File: config.mk
export PLATFORM = sky130hd
export DESIGN_NAME = second_order_derivative_stencil
export DESIGN_NICKNAME = d
export VERILOG_FILES = /design/src/hdl/sods_pkg.sv /design/src/hdl/sods_front.sv /design/src/hdl/sods_queue.sv /design/src/hdl/sods_back.sv /design/src/hdl/second_order_derivative_stencil.sv
export VERILOG_INCLUDE_DIRS = /design/src /design/src/hdl
export SDC_FILE = /design/constraint.sdc
export NUM_CORES = 1
export LEC_CHECK = 0
export ABC_AREA = 1
export BUFFER_PORTS_ARGS = -buffer_cell sky130_fd_sc_hd__buf_4
export CAP_MARGIN = 20
export CORE_MARGIN = 2
export CORE_UTILIZATION = 50
export CTS_CLUSTER_SIZE = 25
export DETAILED_ROUTE_END_ITERATION = 16
export PLACE_DENSITY = 0.7
export REMOVE_ABC_BUFFERS = 1
export SLEW_MARGIN = 20
export SYNTH_ARGS = -nofsm -noshare
export SYNTH_HDL_FRONTEND = slang
export SYNTH_SLANG_ARGS = --single-unit
File: constraint.sdc
create_clock -name clk -period 6.7 [get_ports clk]
set_clock_uncertainty 0.05 [all_clocks]
set_input_delay 1.34 -clock clk [delete_from_list [all_inputs] [get_ports clk]]
set_output_delay 1.34 -clock clk [all_outputs]
set_load 0.01 [all_outputs]
File: src/hdl/assert_macros.svh
// ----------------------------------------------------------------------------
// assert_macros.svh
// Shared concurrent assertion macros, clocked on clk, muted during rst.
// ----------------------------------------------------------------------------
`ifndef ASSERT_MACROS_SVH
`define ASSERT_MACROS_SVH

// Condition must hold at every clock edge.
`define SODS_ASSERT(lbl, cond, msg) \
  lbl: assert property (@(posedge clk) disable iff (rst) (cond)) else $error(msg);

// Antecedent in this cycle implies consequent in the next.
`define SODS_ASSERT_NEXT(lbl, ante, cons, msg) \
  lbl: assert property (@(posedge clk) disable iff (rst) (ante) |=> (cons)) else $error(msg);

`endif

File: src/hdl/sods_pkg.sv
// ----------------------------------------------------------------------------
// sods_pkg
// Shared constants and types for the derivative stencil.
// ----------------------------------------------------------------------------
package sods_pkg;

  // Components per grid point (1 to 8).
  localparam int NVARS = 1;
  localparam int CW = (NVARS > 1) ? $clog2(NVARS) : 1;

  localparam int SAMPLE_W = 32;
  localparam int DER_W    = 35;
  localparam int SUM_W    = 36;
  localparam int PCNT_W   = 16;
  localparam logic [PCNT_W-1:0] PCNT_MAX = '1;

  localparam int IN_TDATA_W  = 32;
  localparam int OUT_TDATA_W = 40;

  localparam int QDEPTH = 4;
  localparam int QPW    = $clog2(QDEPTH);
  localparam int QCW    = $clog2(QDEPTH + 1);

  // Work for the back end: which stencil(s) to apply to one sample triple.
  typedef enum logic [1:0] {
    OP_INNER,        // central difference only
    OP_FIRST_INNER,  // one-sided first point, then central difference
    OP_END,          // one-sided last point
    OP_SHORT         // line too short: flagged zero
  } op_t;

  typedef struct packed {
    op_t                        op;
    logic                       last;
    logic signed [SAMPLE_W-1:0] s0;
    logic signed [SAMPLE_W-1:0] s1;
    logic signed [SAMPLE_W-1:0] s2;
  } entry_t;

endpackage

File: src/hdl/sods_front.sv
// ----------------------------------------------------------------------------
// sods_front
// Accepts samples, keeps the per-component delay store, issues stencil work.
// ----------------------------------------------------------------------------
module sods_front (
  input  logic                          clk,
  input  logic                          rst,
  input  logic                          s_tvalid,
  output logic                          s_tready,
  input  logic [sods_pkg::IN_TDATA_W-1:0] s_tdata,  // [31:0] sample
  input  logic                          s_tlast,  // line_end
  input  logic                          q_full,
  output logic                          push,
  output sods_pkg::entry_t              push_entry
);
  import sods_pkg::*;

`include "assert_macros.svh"

  logic signed [SAMPLE_W-1:0] st0 [NVARS];
  logic signed [SAMPLE_W-1:0] st1 [NVARS];
  logic signed [SAMPLE_W-1:0] st2 [NVARS];

  logic [CW-1:0]     comp;
  logic [PCNT_W-1:0] pcnt;
  logic              sweeping;
  logic [CW-1:0]     sweep_idx;

  logic [CW-1:0]              rd_idx;
  logic signed [SAMPLE_W-1:0] rd0, rd1, rd2;
  logic signed [SAMPLE_W-1:0] sample;
  logic                       accept;
  logic                       started;   // point 2 reached
  logic                       sweep_push;
  logic                       sweep_done;
  logic                       comp_wrap;

  assign sample   = s_tdata[SAMPLE_W-1:0];
  assign s_tready = !sweeping && !q_full;
  assign accept   = s_tvalid && s_tready;
  assign started  = (pcnt >= PCNT_W'(2));

  // Single read port: the sweep owns it while input is held off.
  assign rd_idx = sweeping ? sweep_idx : comp;
  assign rd0    = st0[rd_idx];
  assign rd1    = st1[rd_idx];
  assign rd2    = st2[rd_idx];

  assign sweep_push = sweeping && !q_full;
  assign sweep_done = sweep_push && (sweep_idx == CW'(NVARS - 1));
  assign comp_wrap  = (comp == CW'(NVARS - 1));

  always_comb begin
    push            = 1'b0;
    push_entry.op   = OP_INNER;
    push_entry.last = 1'b0;
    push_entry.s0   = rd1;
    push_entry.s1   = rd2;
    push_entry.s2   = sample;
    if (sweeping) begin
      push            = sweep_push;
      push_entry.op   = OP_END;
      push_entry.last = (sweep_idx == CW'(NVARS - 1));
      push_entry.s0   = rd0;
      push_entry.s1   = rd1;
      push_entry.s2   = rd2;
    end else if (accept) begin
      if (!started) begin
        push            = s_tlast;
        push_entry.op   = OP_SHORT;
        push_entry.last = 1'b1;
      end else begin
        push          = 1'b1;
        push_entry.op = (pcnt == PCNT_W'(2)) ? OP_FIRST_INNER : OP_INNER;
      end
    end
  end

  always_ff @(posedge clk) begin
    if (rst) begin
      comp      <= '0;
      pcnt      <= '0;
      sweeping  <= 1'b0;
      sweep_idx <= '0;
      for (int i = 0; i < NVARS; i++) begin
        st0[i] <= '0;
        st1[i] <= '0;
        st2[i] <= '0;
      end
    end else begin
      if (accept) begin
        if (s_tlast && !started) begin
          // short line: nothing left to evaluate, drop the taps
          for (int i = 0; i < NVARS; i++) begin
            st0[i] <= '0;
            st1[i] <= '0;
            st2[i] <= '0;
          end
        end else begin
          st0[comp] <= rd1;
          st1[comp] <= rd2;
          st2[comp] <= sample;
        end
        if (s_tlast) begin
          comp <= '0;
          pcnt <= '0;
          if (started) begin
            sweeping  <= 1'b1;
            sweep_idx <= '0;
          end
        end else if (comp_wrap) begin
          comp <= '0;
          if (pcnt != PCNT_MAX) pcnt <= pcnt + PCNT_W'(1);
        end else begin
          comp <= comp + CW'(1);
        end
      end
      if (sweep_push) begin
        sweep_idx <= sweep_idx + CW'(1);
        if (sweep_done) begin
          sweeping <= 1'b0;
          for (int i = 0; i < NVARS; i++) begin
            st0[i] <= '0;
            st1[i] <= '0;
            st2[i] <= '0;
          end
        end
      end
    end
  end

  `SODS_ASSERT_NEXT(a_line_end_restarts, accept && s_tlast, comp == '0 && pcnt == '0,
    "counters not cleared after line end")
  `SODS_ASSERT(a_no_push_full, !(push && q_full), "push into full queue")

endmodule

File: src/hdl/sods_queue.sv
// ----------------------------------------------------------------------------
// sods_queue
// Short FIFO of stencil work between front and back end.
// ----------------------------------------------------------------------------
module sods_queue (
  input  logic             clk,
  input  logic             rst,
  input  logic             push,
  input  sods_pkg::entry_t push_entry,
  output logic             full,
  input  logic             pop,
  output logic             head_valid,
  output sods_pkg::entry_t head
);
  import sods_pkg::*;

`include "assert_macros.svh"

  entry_t         mem [QDEPTH];
  logic [QPW-1:0] wr_ptr;
  logic [QPW-1:0] rd_ptr;
  logic [QCW-1:0] count;
  logic           do_pop;

  assign full       = (count == QCW'(QDEPTH));
  assign head_valid = (count != '0);
  assign head       = mem[rd_ptr];
  assign do_pop     = pop && head_valid;

  always_ff @(posedge clk) begin
    if (push) mem[wr_ptr] <= push_entry;
  end

  always_ff @(posedge clk) begin
    if (rst) begin
      wr_ptr <= '0;
      rd_ptr <= '0;
      count  <= '0;
    end else begin
      if (push)   wr_ptr <= wr_ptr + QPW'(1);
      if (do_pop) rd_ptr <= rd_ptr + QPW'(1);
      if (push && !do_pop)      count <= count + QCW'(1);
      else if (!push && do_pop) count <= count - QCW'(1);
    end
  end

  `SODS_ASSERT(a_count_range, count <= QCW'(QDEPTH), "queue count out of range")
  `SODS_ASSERT(a_pop_nonempty, !pop || head_valid, "pop from empty queue")

endmodule

File: src/hdl/sods_back.sv
// ----------------------------------------------------------------------------
// sods_back
// Evaluates the stencils and drives the registered result stream.
// ----------------------------------------------------------------------------
module sods_back (
  input  logic                            clk,
  input  logic                            rst,
  input  logic                            head_valid,
  input  sods_pkg::entry_t                head,
  output logic                            pop,
  output logic                            m_tvalid,
  input  logic                            m_tready,
  output logic [sods_pkg::OUT_TDATA_W-1:0] m_tdata,  // [34:0] derivative
  output logic                            m_tlast,  // last
  output logic                            m_tuser   // error
);
  import sods_pkg::*;

`include "assert_macros.svh"

  logic                    phase;   // second result of a first-point entry
  logic                    load;
  logic signed [SUM_W-1:0] x0, x1, x2;
  logic signed [SUM_W-1:0] sum;
  logic [DER_W-1:0]        der;

  assign x0 = {{(SUM_W-SAMPLE_W){head.s0[SAMPLE_W-1]}}, head.s0};
  assign x1 = {{(SUM_W-SAMPLE_W){head.s1[SAMPLE_W-1]}}, head.s1};
  assign x2 = {{(SUM_W-SAMPLE_W){head.s2[SAMPLE_W-1]}}, head.s2};

  always_comb begin
    case (head.op)
      OP_FIRST_INNER: sum = phase ? (x2 - x0) : ((x1 <<< 2) - (x0 <<< 1) - x0 - x2);
      OP_INNER:       sum = x2 - x0;
      OP_END:         sum = x0 - (x1 <<< 2) + (x2 <<< 1) + x2;
      default:        sum = '0;
    endcase
  end

  // Halving by dropping the low bit rounds toward minus infinity.
  assign der  = sum[SUM_W-1:1];
  assign load = head_valid && (!m_tvalid || m_tready);
  assign pop  = load && !(head.op == OP_FIRST_INNER && !phase);

  always_ff @(posedge clk) begin
    if (rst) begin
      m_tvalid <= 1'b0;
      phase    <= 1'b0;
    end else begin
      if (load) begin
        m_tvalid <= 1'b1;
        phase    <= !pop;
      end else if (m_tready) begin
        m_tvalid <= 1'b0;
      end
    end
  end

  always_ff @(posedge clk) begin
    if (load) begin
      m_tdata <= {{(OUT_TDATA_W-DER_W){1'b0}}, der};
      m_tlast <= head.last;
      m_tuser <= (head.op == OP_SHORT);
    end
  end

  `SODS_ASSERT(a_phase_op, !phase || (head_valid && head.op == OP_FIRST_INNER),
    "second phase without a first-point entry")

endmodule

File: src/hdl/second_order_derivative_stencil.sv
// ----------------------------------------------------------------------------
// second_order_derivative_stencil
// Streaming undivided first derivative of one grid line, second order.
// ----------------------------------------------------------------------------
// Samples (signed Q16.16) arrive one word per cycle when tready allows, NVARS components
// interleaved per point, with tlast on the final word of the line. Each
// point's derivative leaves as a 35-bit signed Q19.16 word, never
// overflowing, halves rounded toward minus infinity: the first point uses
// (-3f0+4f1-f2)/2, interior points (f[i+1]-f[i-1])/2, the last point
// (f[n-3]-4f[n-2]+3f[n-1])/2. Component v of point i leaves once component
// v of point i+1 is in; the last point's words leave after the line end.
// A line of fewer than three points gives a single zero word with tlast and
// tuser (error) set. Input is taken at one word per clock while tready is high;
// the line-end word of a line of three or more points is followed by tready
// low while the front end reads the delay store out for the last-point
// stencils, one component per cycle while the work queue has room, over its
// single read port.
// The back end emits one result per cycle while the output accepts; the third
// point's words each cause two results, and the four-entry work queue between
// the two halves soaks up that burst. An input word's first result passes
// through the work queue and then the output register. tready on the output
// may stall at will: results sit in the output register while the queue keeps filling.
// ----------------------------------------------------------------------------
module second_order_derivative_stencil (
  input  logic                             clk,
  input  logic                             rst,
  // sample stream
  input  logic                             s_tvalid,
  output logic                             s_tready,
  input  logic [sods_pkg::IN_TDATA_W-1:0]  s_tdata,   // [31:0] sample
  input  logic                             s_tlast,   // line_end
  // derivative stream
  output logic                             m_tvalid,
  input  logic                             m_tready,
  output logic [sods_pkg::OUT_TDATA_W-1:0] m_tdata,   // [34:0] derivative, rest zero
  output logic                             m_tlast,   // last
  output logic                             m_tuser    // [0] error
);
  import sods_pkg::*;

  logic   q_full;
  logic   push;
  entry_t push_entry;
  logic   pop;
  logic   head_valid;
  entry_t head;

  // front end: delay store, point/component counting, work issue
  sods_front u_front (
    .clk        (clk),
    .rst        (rst),
    .s_tvalid   (s_tvalid),
    .s_tready   (s_tready),
    .s_tdata    (s_tdata),
    .s_tlast    (s_tlast),
    .q_full     (q_full),
    .push       (push),
    .push_entry (push_entry)
  );

  // work queue
  sods_queue u_queue (
    .clk        (clk),
    .rst        (rst),
    .push       (push),
    .push_entry (push_entry),
    .full       (q_full),
    .pop        (pop),
    .head_valid (head_valid),
    .head       (head)
  );

  // back end: stencil arithmetic and output register
  sods_back u_back (
    .clk        (clk),
    .rst        (rst),
    .head_valid (head_valid),
    .head       (head),
    .pop        (pop),
    .m_tvalid   (m_tvalid),
    .m_tready   (m_tready),
    .m_tdata    (m_tdata),
    .m_tlast    (m_tlast),
    .m_tuser    (m_tuser)
  );

endmodule

==> summary.txt <==
Timing
  • Max-slew headroom: 0.252
  • Max Transition Viols Final: 0
  • Fin crit share: 0.788
  • Fmax: 190 MHz
  • Final min period: 5.28 ns
  • Hold Violations, Final: 0
  • Hold Slack: 0.437 ns
  • Final Setup Violations: 0
  • Worst-Margin Slew: 1.09 ns
  • RSZ-0062 raised after global routing: false
  • Setup WS post-layout: 1.42 ns

Clock network
  • Sink Count: 558
  • Hold_buf cts: 0
  • CTS Buffer Depth: 3
  • Worst-path clk slew: 0.06 ns
  • CTS root buf: clkbuf_16
  • Post_cts resized: 0
  • H-tree depth: 2
  • CTS buffer count: 56
  • Post-CTS Setup Bufs: 0
  • Worst skew pair latency: 0.62 ns
  • CTS tree: yes

Setup path
  • Critical path data required time: 6.98 ns
  • Worst-path fanout max: 72
  • Buf+Inv Stages, Crit Path: 6
  • Most common cell on crit path: nand2_1
  • Worst path slowest cell: fa_1
  • CP peak stage delay: 0.57 ns
  • Startpoint types: flop
  • CP Data Arrival Time: 5.56 ns
  • Crit path kind: flop to flop
  • CP Cell Sequence: inv_4, buf_12, a21oi_1, a32oi_1, inv_1, fa_1, fa_1, inv_1, fa_1, inv_1, nand3_1, nand2_1, nand2_1, nand2_1, inv_1, o21ai_1, nand4_1, nand2_1, nand2_1, nand3_1, nand3_1
  • Delay-heaviest family, CP: adder cells
  • Worst setup EP type: flop

Logic synthesis
  • Syn Inst Count: 3327
  • Synth Area in Adders: 0.124
  • Synthesis warning total: 0
  • Post-Syn Area per Cell: 9.63 µm²
  • Synthesized area: 32000 µm²
  • Post-synthesis xor/xnor area fraction: 0.00437
  • Top FF cell, synth: edfxtp_1
  • Post-synth cell types: 58
  • Largest family of logic cells by synthesized area: simple AND/OR/NAND/NOR gates
  • Async SR Flop Fraction: 0
  • Mux contribution to synthesized area: 0
  • Synthesized flop and latch total: 558
  • Post-synth EDFFs: 529
  • Synth Area in Compound Gates: 0.120
  • Post-synthesis simple-gate area fraction: 0.168
  • Sequential cell area fraction in the yosys report: 0.514

Place
  • Placed cells: 4167
  • Detailed placer's ending HPWL: 59.7 mm
  • Routability cong.: 0.986
  • I/O Buffers: 75
  • Setup slack at placement: 1.50 ns

Global routing
  • GRT Util Overall: 0.248
  • Pin count of the biggest net entering global routing: 136
  • Antenna violations before repair: 0
  • GRT overflow: 0
  • Vias in the first global route: 22936
  • First-pass GRT wire length: 128 mm

Detailed routing
  • DR pass1 iterations: 6
  • Via count: 23836
  • # DRC: 0
  • Vias/cell: 5.59
  • Wirelength per Cell: 19.5 µm
  • Starting DRT DRC Count: 2318
  • Post-DRT Antenna Nets: 0
  • Routed wire length: 83.0 mm

Floorplan
  • Core area: 63200 µm²
  • Initial Util: 0.507
  • I/O pin cnt: 81
  • Num rows: 92
  • Die Y: 257 µm
  • Die outline area: 66100 µm²
  • Die X: 257 µm

Final layout
  • Post-route insts no fill: 4265
  • Layout cell share with drive strength beyond 1: 0.0740
  • P&R area growth vs syn: 10.2%
  • Filler Cell Count: 5533
  • Antenna cells: 0
  • Final core utilization: 0.559
  • Nets: 3657

Status
  • Outcome: completed

Worst hold path
  • Class of the worst hold path: flop to flop

Job
  • Max-cap violations: 0
==> flip-flops by register name, indices dropped and copies added (netlist names), named ones only <==
signal             flops
u_back.m_tdata        35
u_back.m_tvalid        1
u_queue.count          3
u_back.m_tuser         1
u_back.m_tlast         1
u_front.sweeping       1
u_queue.mem          396
u_back.phase           1
u_queue.rd_ptr         2
u_front.pcnt          16
u_queue.wr_ptr         2
u_front.st1           32
u_front.st2           32
u_front.sweep_idx      1
u_front.st0           32
==> cells in the mapped netlist (3+ instances only) <==
cell	count	area, µm²
or2_0	3	18.8
inv_1	448	1680
xor2_1	8	70.1
nor3_1	34	170
nand3_2	3	30.0
buf_2	27	135
a21o_1	17	128
clkbuf_1	51	191
inv_2	10	37.5
o221ai_1	4	35.0
nand2_4	5	56.3
dfxtp_1	29	581
inv_4	3	18.8
nand3b_1	20	150
nand4_1	17	106
xnor2_1	8	70.1
buf_4	11	82.6
fa_1	126	2520
nor2_1	324	1220
nor2_2	4	25.0
edfxtp_1	529	15900
a21oi_1	242	1210
o21ai_0	240	1200
ha_1	115	1440
a32oi_1	71	622
nand3_1	146	731
o21ai_1	20	100
buf_1	16	60.1
a31oi_1	4	25.0
buf_6	4	45.0
o211ai_1	7	52.6
nor2_4	3	33.8
nor4_1	7	43.8
nand2_2	9	56.3
o21bai_1	12	90.1
o22ai_1	25	156
or2_2	19	119
nand2_1	670	2510
o21a_1	12	90.1
==> through the flow <==
step / area [µm²] / TNS [ns]
CTS: 35300 / 0
detailed placement: 33500 / 0
global route: 35300 / 0
finish: 35300 / 0
global placement: 33500 / 0
floorplan: 31500 / -745.09
==> final cells by class <==
| class | instances | area (µm²) | area share |
|---|---|---|---|
| sequential | 558 | 16500 | 0.467 |
| multi-input combinational | 2202 | 13400 | 0.380 |
| inverter | 462 | 1750 | 0.0495 |
| clock buffer | 66 | 1480 | 0.0420 |
| tap | 846 | 1060 | 0.0300 |
| timing repair buffer | 99 | 838 | 0.0237 |
| clock inverter | 32 | 305 | 0.00865 |
==> routing by layer <==
layer / track usage / share of wire / vias up
met1: 0.340 / 0.43 / 11435
li1: - / - / 11392
met3: 0.0352 / 0.066 / 177
met2: 0.406 / 0.47 / 832
met5: 0 / 0 / -
met4: 0.0875 / 0.035 / 0
==> worst register-to-register path, cell delays in order, from the launching register on <==
cell and delay (ns):
dfxtp_1 0.33, inv_4 0.55, buf_12 0.39, a21oi_1 0.12
a32oi_1 0.35, inv_1 0.11, fa_1 0.49, fa_1 0.57
inv_1 0.07, fa_1 0.40, inv_1 0.10, nand3_1 0.07
nand2_1 0.17, nand2_1 0.07, nand2_1 0.17, inv_1 0.06
o21ai_1 0.38, nand4_1 0.18, nand2_1 0.12, nand2_1 0.05
nand3_1 0.08, nand3_1 0.13
==> kinds of logic (layout without fill, tap and decap cells) <==
| group | Yosys count | after routing |
|---|---|---|
| compound gates | 668 | 668 |
| xor+xnor | 16 | 16 |
| flops | 558 | 558 |
| fa+ha+maj | 241 | 241 |
| other cells | 1 | 5 |
| simple gates | 1272 | 1272 |
| buf+inv | 571 | 659 |
==> path summary, 6_finish.rpt <==
path,from,endpoint,slack [ns],cells after the start
worst max register to register,flop,u_back.m_tdata[26],1.42,21
worst min register to register,u_queue.rd_ptr[0],u_queue.rd_ptr[0],0.44,1
worst min-delay path,u_queue.rd_ptr[0],u_queue.rd_ptr[0],0.44,1
worst max-delay path,flop,u_back.m_tdata[26],1.42,21
==> layout by cell type (no fill, tap or decap), types with 9 or more instances in the layout <==
master     netlist  final
a21o_1          17     17
a21oi_1        242    241
a32oi_1         71     71
buf_4           11     92
clkbuf_16        0     58
clkinv_1         0     10
clkinv_2         1      9
dfxtp_1         29     27
edfxtp_1       529    529
fa_1           126    126
ha_1           115    115
inv_1          448    448
inv_2           10      9
nand2_1        670    670
nand2_2          9      9
nand3_1        146    145
nand3b_1        20     20
nand4_1         17     17
nor2_1         324    320
nor3_1          34     34
o21a_1          12     12
o21ai_0        240    240
o21ai_1         20     20
o21bai_1        12     12
o22ai_1         25     25
or2_2           19     19
Power is not shown: default switching activity piles up to over one toggle a cycle in this logic, so the estimate is an artifact.
